## src/design/sfd_pkg.sv

```systemverilog
// Shared types and constants of the serial frame deframer.
// No dependencies.
package sfd_pkg;

    localparam int unsigned PAYLOAD_BYTES = 9;
    localparam int unsigned CNT_W = $clog2(PAYLOAD_BYTES + 1);
    localparam int unsigned IDX_W = $clog2(PAYLOAD_BYTES);

    localparam logic [7:0] HDR_FIRST  = 8'hAA;
    localparam logic [7:0] HDR_SECOND = 8'h55;
    localparam logic [7:0] TRL_FIRST  = 8'hDF;
    localparam logic [7:0] TRL_SECOND = 8'hFD;

    typedef struct packed {
        logic        overrun;
        logic [15:0] word_four;
        logic [15:0] word_three;
        logic [15:0] word_two;
        logic [15:0] word_one;
        logic [7:0]  ctrl_byte;
    } t_result;

endpackage

```

## src/design/serial_frame_deframer.sv

```systemverilog
// Serial frame deframer, top level.
// Depends on sfd_pkg, sfd_core and sfd_out_stage.
//
// Usage:
//   The slave channel carries one received byte per transfer. The block
//   hunts for the header 0xAA 0x55, collects up to nine payload bytes and
//   closes the frame on the trailer 0xDF 0xFD. A 0xDF not followed by 0xFD
//   is kept as payload along with the byte after it.
//   For each closed frame the master channel carries one transfer: payload
//   byte 0 and four big-endian 16-bit words from bytes 1 to 8 in tdata,
//   and in tuser a flag set when payload bytes past the ninth were dropped.
//   Bytes not written in a short frame read as zero.
// Frame end: the closing 0xFD is captured in the input register, decoded there
//   and, once the result slot is free, loaded into the result register, where
//   it shows on the master side.
// Throughput: one byte per cycle unless a frame end waits for a busy result slot,
//   set by the state update between the input register and the result register.
// Reset: returns to header hunting with an empty, zeroed payload store and
//   no pending result.
// Stall: a stalled result holds in the result register while bytes that
//   close no frame keep flowing; a second frame end waits in the input
//   register, and only then is o_s_tready dropped.
module serial_frame_deframer (
    input  logic        i_clk,
    input  logic        i_rst_n,
    input  logic        i_s_tvalid,
    output logic        o_s_tready,
    input  logic [7:0]  i_s_tdata,   // [7:0] rx_byte
    output logic        o_m_tvalid,
    input  logic        i_m_tready,
    output logic [71:0] o_m_tdata,   // [7:0] ctrl_byte, [23:8] word_one, [39:24] word_two,
                                     // [55:40] word_three, [71:56] word_four
    output logic        o_m_tuser    // [0] overrun
);
    import sfd_pkg::*;

    logic       r_in_vld;
    logic [7:0] r_in_byte;
    logic       res_gen;
    logic       out_free;
    logic       fire;
    t_result    core_res;
    t_result    out_res;

    // advance the held byte unless it closes a frame and the result slot is busy
    assign fire       = r_in_vld && (!res_gen || out_free);
    assign o_s_tready = !r_in_vld || fire;

    always_ff @(posedge i_clk) begin
        if (!i_rst_n) begin
            r_in_vld <= 1'b0;
        end else if (o_s_tready) begin
            r_in_vld <= i_s_tvalid;
        end
    end

    // payload register: capture on every transfer
    always_ff @(posedge i_clk) begin
        if (i_s_tvalid && o_s_tready) begin
            r_in_byte <= i_s_tdata;
        end
    end

    sfd_core u_core (
        .i_clk     (i_clk),
        .i_rst_n   (i_rst_n),
        .i_fire    (fire),
        .i_byte    (r_in_byte),
        .o_res_gen (res_gen),
        .o_result  (core_res)
    );

    sfd_out_stage u_out (
        .i_clk    (i_clk),
        .i_rst_n  (i_rst_n),
        .i_load   (fire && res_gen),
        .i_result (core_res),
        .i_tready (i_m_tready),
        .o_free   (out_free),
        .o_tvalid (o_m_tvalid),
        .o_result (out_res)
    );

    assign o_m_tdata = {out_res.word_four, out_res.word_three, out_res.word_two,
                        out_res.word_one, out_res.ctrl_byte};
    assign o_m_tuser = out_res.overrun;

endmodule

```

## src/design/sfd_core.sv

```systemverilog
// Frame state machine and nine-byte payload store of the deframer.
// Depends on sfd_pkg.
module sfd_core (
    input  logic             i_clk,
    input  logic             i_rst_n,
    input  logic             i_fire,
    input  logic [7:0]       i_byte,
    output logic             o_res_gen,
    output sfd_pkg::t_result o_result
);
    import sfd_pkg::*;

    typedef enum logic [1:0] {
        PH_IDLE,
        PH_HEAD,
        PH_RECV,
        PH_TAIL
    } t_phase;

    t_phase           r_phase, n_phase;
    logic [7:0]       r_store [PAYLOAD_BYTES];
    logic [7:0]       n_store [PAYLOAD_BYTES];
    logic [CNT_W-1:0] r_count, n_count;
    logic             r_ovf, n_ovf;

    assign o_res_gen = (r_phase == PH_TAIL) && (i_byte == TRL_SECOND);

    assign o_result.ctrl_byte  = r_store[0];
    assign o_result.word_one   = {r_store[1], r_store[2]};
    assign o_result.word_two   = {r_store[3], r_store[4]};
    assign o_result.word_three = {r_store[5], r_store[6]};
    assign o_result.word_four  = {r_store[7], r_store[8]};
    assign o_result.overrun    = r_ovf;

    always_comb begin
        n_phase = r_phase;
        n_store = r_store;
        n_count = r_count;
        n_ovf   = r_ovf;
        if (i_fire) begin
            case (r_phase)
                PH_IDLE: begin
                    if (i_byte == HDR_FIRST) n_phase = PH_HEAD;
                end
                PH_HEAD: begin
                    if (i_byte == HDR_SECOND) n_phase = PH_RECV;
                end
                PH_RECV: begin
                    if (i_byte == TRL_FIRST) begin
                        n_phase = PH_TAIL;
                    end else if (n_count < CNT_W'(PAYLOAD_BYTES)) begin
                        n_store[n_count[IDX_W-1:0]] = i_byte;
                        n_count = n_count + CNT_W'(1);
                    end else begin
                        n_ovf = 1'b1;
                    end
                end
                PH_TAIL: begin
                    if (i_byte == TRL_SECOND) begin
                        // frame end: clear store for the next frame
                        n_store = '{default: '0};
                        n_count = '0;
                        n_ovf   = 1'b0;
                        n_phase = PH_IDLE;
                    end else begin
                        // store the held-back trailer byte, then this byte
                        if (n_count < CNT_W'(PAYLOAD_BYTES)) begin
                            n_store[n_count[IDX_W-1:0]] = TRL_FIRST;
                            n_count = n_count + CNT_W'(1);
                        end else begin
                            n_ovf = 1'b1;
                        end
                        if (n_count < CNT_W'(PAYLOAD_BYTES)) begin
                            n_store[n_count[IDX_W-1:0]] = i_byte;
                            n_count = n_count + CNT_W'(1);
                        end else begin
                            n_ovf = 1'b1;
                        end
                        n_phase = PH_RECV;
                    end
                end
                default: begin
                    n_phase = PH_IDLE;
                end
            endcase
        end
    end

    always_ff @(posedge i_clk) begin
        if (!i_rst_n) begin
            r_phase <= PH_IDLE;
            r_store <= '{default: '0};
            r_count <= '0;
            r_ovf   <= 1'b0;
        end else begin
            r_phase <= n_phase;
            r_store <= n_store;
            r_count <= n_count;
            r_ovf   <= n_ovf;
        end
    end

endmodule

```

## src/design/sfd_out_stage.sv

```systemverilog
// Result register of the deframer: holds one frame result until transferred.
// Depends on sfd_pkg.
module sfd_out_stage (
    input  logic             i_clk,
    input  logic             i_rst_n,
    input  logic             i_load,
    input  sfd_pkg::t_result i_result,
    input  logic             i_tready,
    output logic             o_free,
    output logic             o_tvalid,
    output sfd_pkg::t_result o_result
);
    import sfd_pkg::*;

    logic    r_vld;
    t_result r_res;

    // slot is free when empty or being emptied this cycle
    assign o_free   = !r_vld || i_tready;
    assign o_tvalid = r_vld;
    assign o_result = r_res;

    always_ff @(posedge i_clk) begin
        if (!i_rst_n) begin
            r_vld <= 1'b0;
        end else if (i_load) begin
            r_vld <= 1'b1;
        end else if (i_tready) begin
            r_vld <= 1'b0;
        end
    end

    always_ff @(posedge i_clk) begin
        if (i_load) begin
            r_res <= i_result;
        end
    end

endmodule

```

## config.mk

```make
export PLATFORM = sky130hd
export DESIGN_NAME = serial_frame_deframer
export DESIGN_NICKNAME = d
export VERILOG_FILES = /design/src/design/sfd_pkg.sv /design/src/design/serial_frame_deframer.sv /design/src/design/sfd_core.sv /design/src/design/sfd_out_stage.sv
export SDC_FILE = /design/constraint.sdc
export NUM_CORES = 1
export LEC_CHECK = 0
export BUFFER_PORTS_ARGS = -buffer_cell sky130_fd_sc_hd__buf_2
export CAP_MARGIN = 20
export CELL_PAD_IN_SITES_DETAIL_PLACEMENT = 1
export CELL_PAD_IN_SITES_GLOBAL_PLACEMENT = 1
export CORE_ASPECT_RATIO = 1.4
export CORE_MARGIN = 8
export CORE_UTILIZATION = 45
export CTS_BUF_LIST = sky130_fd_sc_hd__clkbuf_8
export CTS_CLUSTER_DIAMETER = 50
export CTS_CLUSTER_SIZE = 8
export DETAILED_ROUTE_END_ITERATION = 12
export PLACE_DENSITY = 0.82
export SYNTH_ARGS = -nofsm -noshare
export SYNTH_HDL_FRONTEND = slang
export SYNTH_HIERARCHICAL = 1
export SYNTH_SLANG_ARGS = --single-unit
export TNS_END_PERCENT = 5
```

## constraint.sdc

```tcl
create_clock -name i_clk -period 3.9 [get_ports i_clk]
set_input_delay 0.78 -clock i_clk [delete_from_list [all_inputs] [get_ports i_clk]]
set_output_delay 0.78 -clock i_clk [all_outputs]
set_load 0.05 [all_outputs]
```

Yosys cells after proc, flatten, opt, wreduce, memory -nomap -nowiden
Index checks and enable logic that the tools add are counted.

word-level totals
  bits in registers = 162
  bits in latches = 0
  bits in writable memories = 0
  memory bits (read-only) = 0
  output and inout bits = 75
  memories kept = 0

operators by class
  $add $sub $neg = 2
  $mul = 0
  div/mod/pow operators = 0
  $lt $le $gt $ge = 6
  eq/ne operators = 12
  shift operators = 0
  mux-type cells = 35
  bitwise operators = 5
  reductions and logical operators = 18

operators with widths
  kind                                                                          number
  72-bit 2-to-1 mux                                                             8
  72-bit bitwise mux                                                            2
  72-bit case mux with 2 select lines                                           1
  8-bit demux with 4-bit select                                                 2
  63-bit bitwise OR                                                             1
  4-bit 2-to-1 mux                                                              7
  8-bit equality test, second input constant                                    3
  8-bit 2-to-1 mux                                                              2
  5-bit >= comparator, second input constant                                    2
  5-bit by 1-bit less-than comparator with 1-bit output, second input constant  2
  4-bit NOT with 5-bit output                                                   2
  9-bit AND                                                                     1
  9-bit NOT                                                                     1
  4-bit by 1-bit adder with 4-bit output, second input constant                 2
  8-bit by 7-bit equality test with 1-bit output, second input constant         1
  4-bit less-than comparator, second input constant                             2
  2-bit 2-to-1 mux                                                              4
  2-bit by 1-bit inequality test with 1-bit output, second input constant       4
  2-bit case mux with 4 select lines                                            1
  4-bit case mux with 2 select lines                                            1
  4-bit AND reduction                                                           2
  1-bit logical AND                                                             6
  1-bit 2-to-1 mux                                                              6
  2-bit equality test, second input constant                                    2
  8 further kinds                                                               13

Logic depth before layout (Yosys ltp)
  word-level depth = 15
  gate-level depth with buffers = 11

Cells and area by module
Netlist, hierarchy kept.

by module, submodules not included
  module                 instances  cells each  area an instance (µm²)  sequential area each (µm²)
  sfd_core               1          540         4720.8                  1581.5
  sfd_out_stage          1          77          2240.9                  2212.1
  serial_frame_deframer  1          16          322.8                   260.2

Worst setup path before layout
Ideal clock, no wire load.

  kind = register to register
  start = register u_core.r_phase[0]
  end = register u_out.r_res, in the netlist u_out/o_result[0] (enable)
  library setup time = 0.399 ns
  arrival = 2.379 ns
  data required time = 3.501 ns
  slack = 1.123 ns
  stages on the path, launching flop included = 6
  buffers on the path = 2
  clock period less this slack = 2.777 ns
  path through = dfxtp_1 > buf_2 > nand2_1 > buf_2 > nor4_2 > and3_2

on the way
  cells in the longest elaborated chain, start to end = 6

RTL lines
  element                 line                         source
  from (decl)             sfd_core.sv:20               t_phase r_phase, n_phase;
  from (signal assigned)  sfd_core.sv:96               r_phase <= n_phase;
  2-bit equality test *   sfd_core.sv:26               assign o_res_gen = (r_phase == PH_TAIL) && (i_byte == TRL_SECOND);
  1-bit logical AND *     sfd_core.sv:26
  via res_gen             serial_frame_deframer.sv:39  logic res_gen;
  1-bit logical NOT       serial_frame_deframer.sv:46  assign fire = r_in_vld && (!res_gen || out_free);
  1-bit logical OR        serial_frame_deframer.sv:46
  1-bit logical AND       serial_frame_deframer.sv:46
  1-bit logical AND *     serial_frame_deframer.sv:76  .i_load (fire && res_gen),
  to (signal assigned)    sfd_out_stage.sv:35          r_res <= i_result;
  to (decl)               sfd_out_stage.sv:16          t_result r_res;

The timed path passes the listed nets; every way through them passes the cells marked *.
A chain may end at the register's enable or synchronous reset.

Worst setup path in the final report
  start = register r_in_byte[4]
  end = register u_core.r_store, in the netlist u_core/o_result[62]

on the way
  cells in the longest elaborated chain, start to end = 6
  elaborated cells between the ends (all ways) = 10
  classes of those cells = eq/ne: 3; mux: 2; reduce/logical: 5

RTL lines
  element                               line                         source
  from (decl)                           serial_frame_deframer.sv:38  logic [7:0] r_in_byte;
  from (signal assigned)                serial_frame_deframer.sv:60  r_in_byte <= i_s_tdata;
  8-bit equality test                   sfd_core.sv:26
  1-bit logical AND                     sfd_core.sv:26
  via res_gen                           serial_frame_deframer.sv:39
  1-bit logical NOT                     serial_frame_deframer.sv:46
  1-bit logical OR                      serial_frame_deframer.sv:46
  1-bit logical AND                     serial_frame_deframer.sv:46
  via fire                              serial_frame_deframer.sv:41  logic fire;
  4-bit AND reduction (no source line)  -
  to (signal assigned)                  sfd_core.sv:97               r_store <= n_store;
  to (decl)                             sfd_core.sv:21               logic [7:0] r_store [PAYLOAD_BYTES];

The timed path passes the listed nets, and every way through them passes these cells.

==> impl_metrics.yaml <==
worst_setup_path:
  crit_end: "u_core/o_result[62]$_SDFFE_PN0P_"
  r2r-start: "r_in_byte[4]$_DFFE_PP_"
  worst_setup_path_end_kind: "flip-flop"
  worst_ep_required_time_ns: 4.19
  critPathLaunch: "r_in_byte[4]$_DFFE_PP_"
  path_class: "reg2reg"
  rrSetupSlack_ns: 0.45
  critPathLaunchType: "flip-flop"
  worstRegToRegCells: 8
  r2r-end: "u_core/o_result[62]$_SDFFE_PN0P_"
  cp_slowest_stage_delay_ns: 0.62
  crit_chain: "nand4_1 > nor4_2 > buf_4 > a21boi_0 > nand2_1 > a21o_4 > o21ai_0 > a32oi_1"
  cp_max_fo: 13
  crit_slowest_cell: "o21ai_0"
  worstPathArrival_ns: 3.74
logic_synthesis:
  synth_cell_types: 78
  syn_nets: 650
  yosysTopAreaCell: "edfxtp_1"
  ys_ff_latch: 162
  synth-edff-count: 81
  syn-cell-area_um2: 7280
  synth_common_cells: "dfxtp_1, edfxtp_1, nand2_1"
  synth-warning-count: 6
  synth_area_per_cell_um2: 11.5
  synthFlopType: "edfxtp_1"
  syn-instance-count: 633
  async_reset_ff_frac: 0
  ys_seq_area_frac: 0.557
  synthTopCellsByArea: "edfxtp_1, dfxtp_1, o41ai_1"
  synth_top_area_share: 0.334
pwr:
  power_density_nw_per_um2: 374
  clkPwrFrac: 0.394
  switching_share: 0.257
  seqPwrFrac: 0.587
  leakagePower_nw: 2.68
  p_int_w: 0.00228
  power.switching_w: 0.000791
  ir_worst_vdd_v: 0.000195
  pwr-share-comb: 0.019
grt:
  grt_pass1_wl_um: 34100
  grtUsageTotal: 0.212
  grt_remaining_overflow: 0
  grt_max_degree: 57
  grt_pass1_vias: 5898
  antenna_found_initial: 0
detailed_routing:
  detail_route.vias_per_cell: 6.43
  wl_per_cell_um: 24.1
  routed_wl_um: 21900
  postRouteAntennaNets: 0
  drc_errors: 0
  vias: 5841
  first_pass_iters: 5
  drt_iter0_markers: 498
timing:
  clock_skew_ns: 0.0115
  relSlewSlack: 0.361
  tightestPinTransition_ns: 0.959
  max_freq_ghz: 0.290
  hold_violations: 0
  setup_viol: 0
  slew_violations: 0
  grt_setup_unrepaired: "no"
  setup_tns_ns: 0
  worst_slack_ns: 0.448
  fin_crit_ns: 3.45
  period_share: 0.885
run_status:
  status: "finished, final reports clean"
clocking:
  clock_latency_ns: 0.45
  numClockSinks: 162
  hold_buffers: 0
  root_buffer: "clkbuf_8"
  cts_tree: "done"
  cts_resized: 0
  cts_inserted_buffers: 17
  htreeDepth: 4
  cts_buffer_depth: 2
  cts_setup_buffers: 0
  path_clk_slew_ns: 0.10
final_layout:
  area_growth_pct: 12.9
  nets: 714
  drive_gt1_frac: 0.263
  diodes: 0
die:
  fp.dieH_um: 167
  dieWidth_um: 124
  fp-row-count: 55
  ios: 87
  dieArea_um2: 20600
  coreArea_um2: 16000
  start_util: 0.454
min_path:
  hold_class: "reg2reg"
placement:
  pre_cts_slack_ns: 0.633
  place.gp.congestion: 0.884
  io_buffers: 86
  dpl.hpwl_um: 15100
run:
  cap_viol_max_count: 0
-- state kept, by name, summed over array words and instances (netlist names) --
register / count
u_core/r_ovf: 1
u_out/o_tvalid: 1
r_in_byte: 8
u_core/r_phase: 2
r_in_vld: 1
u_core/r_count: 4
u_core/o_result: 72
u_out/o_result: 73
-- critical path: cells and delay by family, from the launching register on --
family | cells | cell delay, ns
simple gates | 3 | 0.86
compound gates | 4 | 1.63
flops | 1 | 0.61
buf+inv | 1 | 0.20
-- power groups by stage --
stage / combinational, W / sequential [W] / clock [W]
finish: 0.0000597 / 0.00180 / 0.00121
detailed placement: 0.0000584 / 0.00184 / 0
global route: 0.0000635 / 0.00181 / 0.00131
floorplan: 0.0000496 / 0.00182 / 0
global placement: 0.0000580 / 0.00184 / 0
CTS: 0.0000591 / 0.00180 / 0.00124
-- worst min path at each step --
stage | start | to | slack [ns] | cells after the start
4_1_cts | u_core/o_result[3]$_SDFFE_PN0P_ | u_out/o_result[3]$_DFFE_PP_ | 0.44 | 0
6_report | u_core/o_result[3]$_SDFFE_PN0P_ | u_out/o_result[3]$_DFFE_PP_ | 0.44 | 0
2_1_floorplan | u_core/o_result[56]$_SDFFE_PN0P_ | u_out/o_result[56]$_DFFE_PP_ | 0.41 | 0
3_3_place_gp | u_core/o_result[19]$_SDFFE_PN0P_ | u_out/o_result[19]$_DFFE_PP_ | 0.42 | 0
5_1_grt | u_core/o_result[51]$_SDFFE_PN0P_ | u_out/o_result[51]$_DFFE_PP_ | 0.45 | 0
3_5_place_dp | u_core/o_result[4]$_SDFFE_PN0P_ | u_out/o_result[4]$_DFFE_PP_ | 0.42 | 0
-- final cells by class --
cell class	instances	area, um2
fillers	1722	7810
clock inverters	15	166
inverters	18	67.6
multi-input cells	395	2890
well taps	199	249
clock buffers	17	234
repair buffers	103	558
flip-flops and latches	162	4060
-- metrics by stage --
step | power [W] | util | hold slack [ns] | area (um2) | cells
after global placement | 0.00190 | 0.488 | 0.419 | 7820 | 877
after detailed placement | 0.00190 | 0.488 | 0.421 | 7820 | 877
after floorplan | 0.00187 | - | 0.408 | 7280 | 633
after CTS | 0.00311 | 0.513 | 0.443 | 8220 | 909
after global routing | 0.00318 | 0.513 | 0.449 | 8220 | 909
final | 0.00307 | 0.513 | 0.437 | 8220 | 909
-- cells in the final DEF, fill, tap and decap left out, drive strengths merged, types with 3 or more instances in the layout --
cell,count
o221a,15
or4,5
o31ai,3
a21o,3
nand2b,6
nand3,24
o41ai,42
mux2i,3
a31o,3
clkbuf,17
a31oi,30
nor4,6
nor2,9
mux2,7
dfxtp,81
nand2,47
edfxtp,81
a21boi,7
a311oi,6
buf,103
clkinv,8
o211a,14
or4b,4
o211ai,6
a32oi,6
o21a,29
inv,24
o21ai,8
ha,5
a21oi,39
and2,4
nor3,20
nand3b,3
nor2b,5
a211oi,12
-- cell families (layout without fill, tap and decap cells) --
| family | count (synthesis) | count (layout) | synth area share |
|---|---|---|---|
| AND/OR/NAND/NOR | 142 | 142 | 0.107 |
| adder cells (fa/ha/maj) | 5 | 5 | 0.00859 |
| flip-flops | 162 | 162 | 0.557 |
| multiplexers | 10 | 10 | 0.0149 |
| buffers and inverters | 76 | 153 | 0.0464 |
| AO/OA/AOI/OAI | 238 | 238 | 0.267 |
-- metal layers --
layer	wire length, um	vias up	global-route usage
met5	0	-	0
li1	-	2639	-
met4	1020	0	0.118
met1	8510	2851	0.243
met2	11000	281	0.357
met3	1440	70	0.0450
Note: power is estimated with default switching activity, not from simulation.
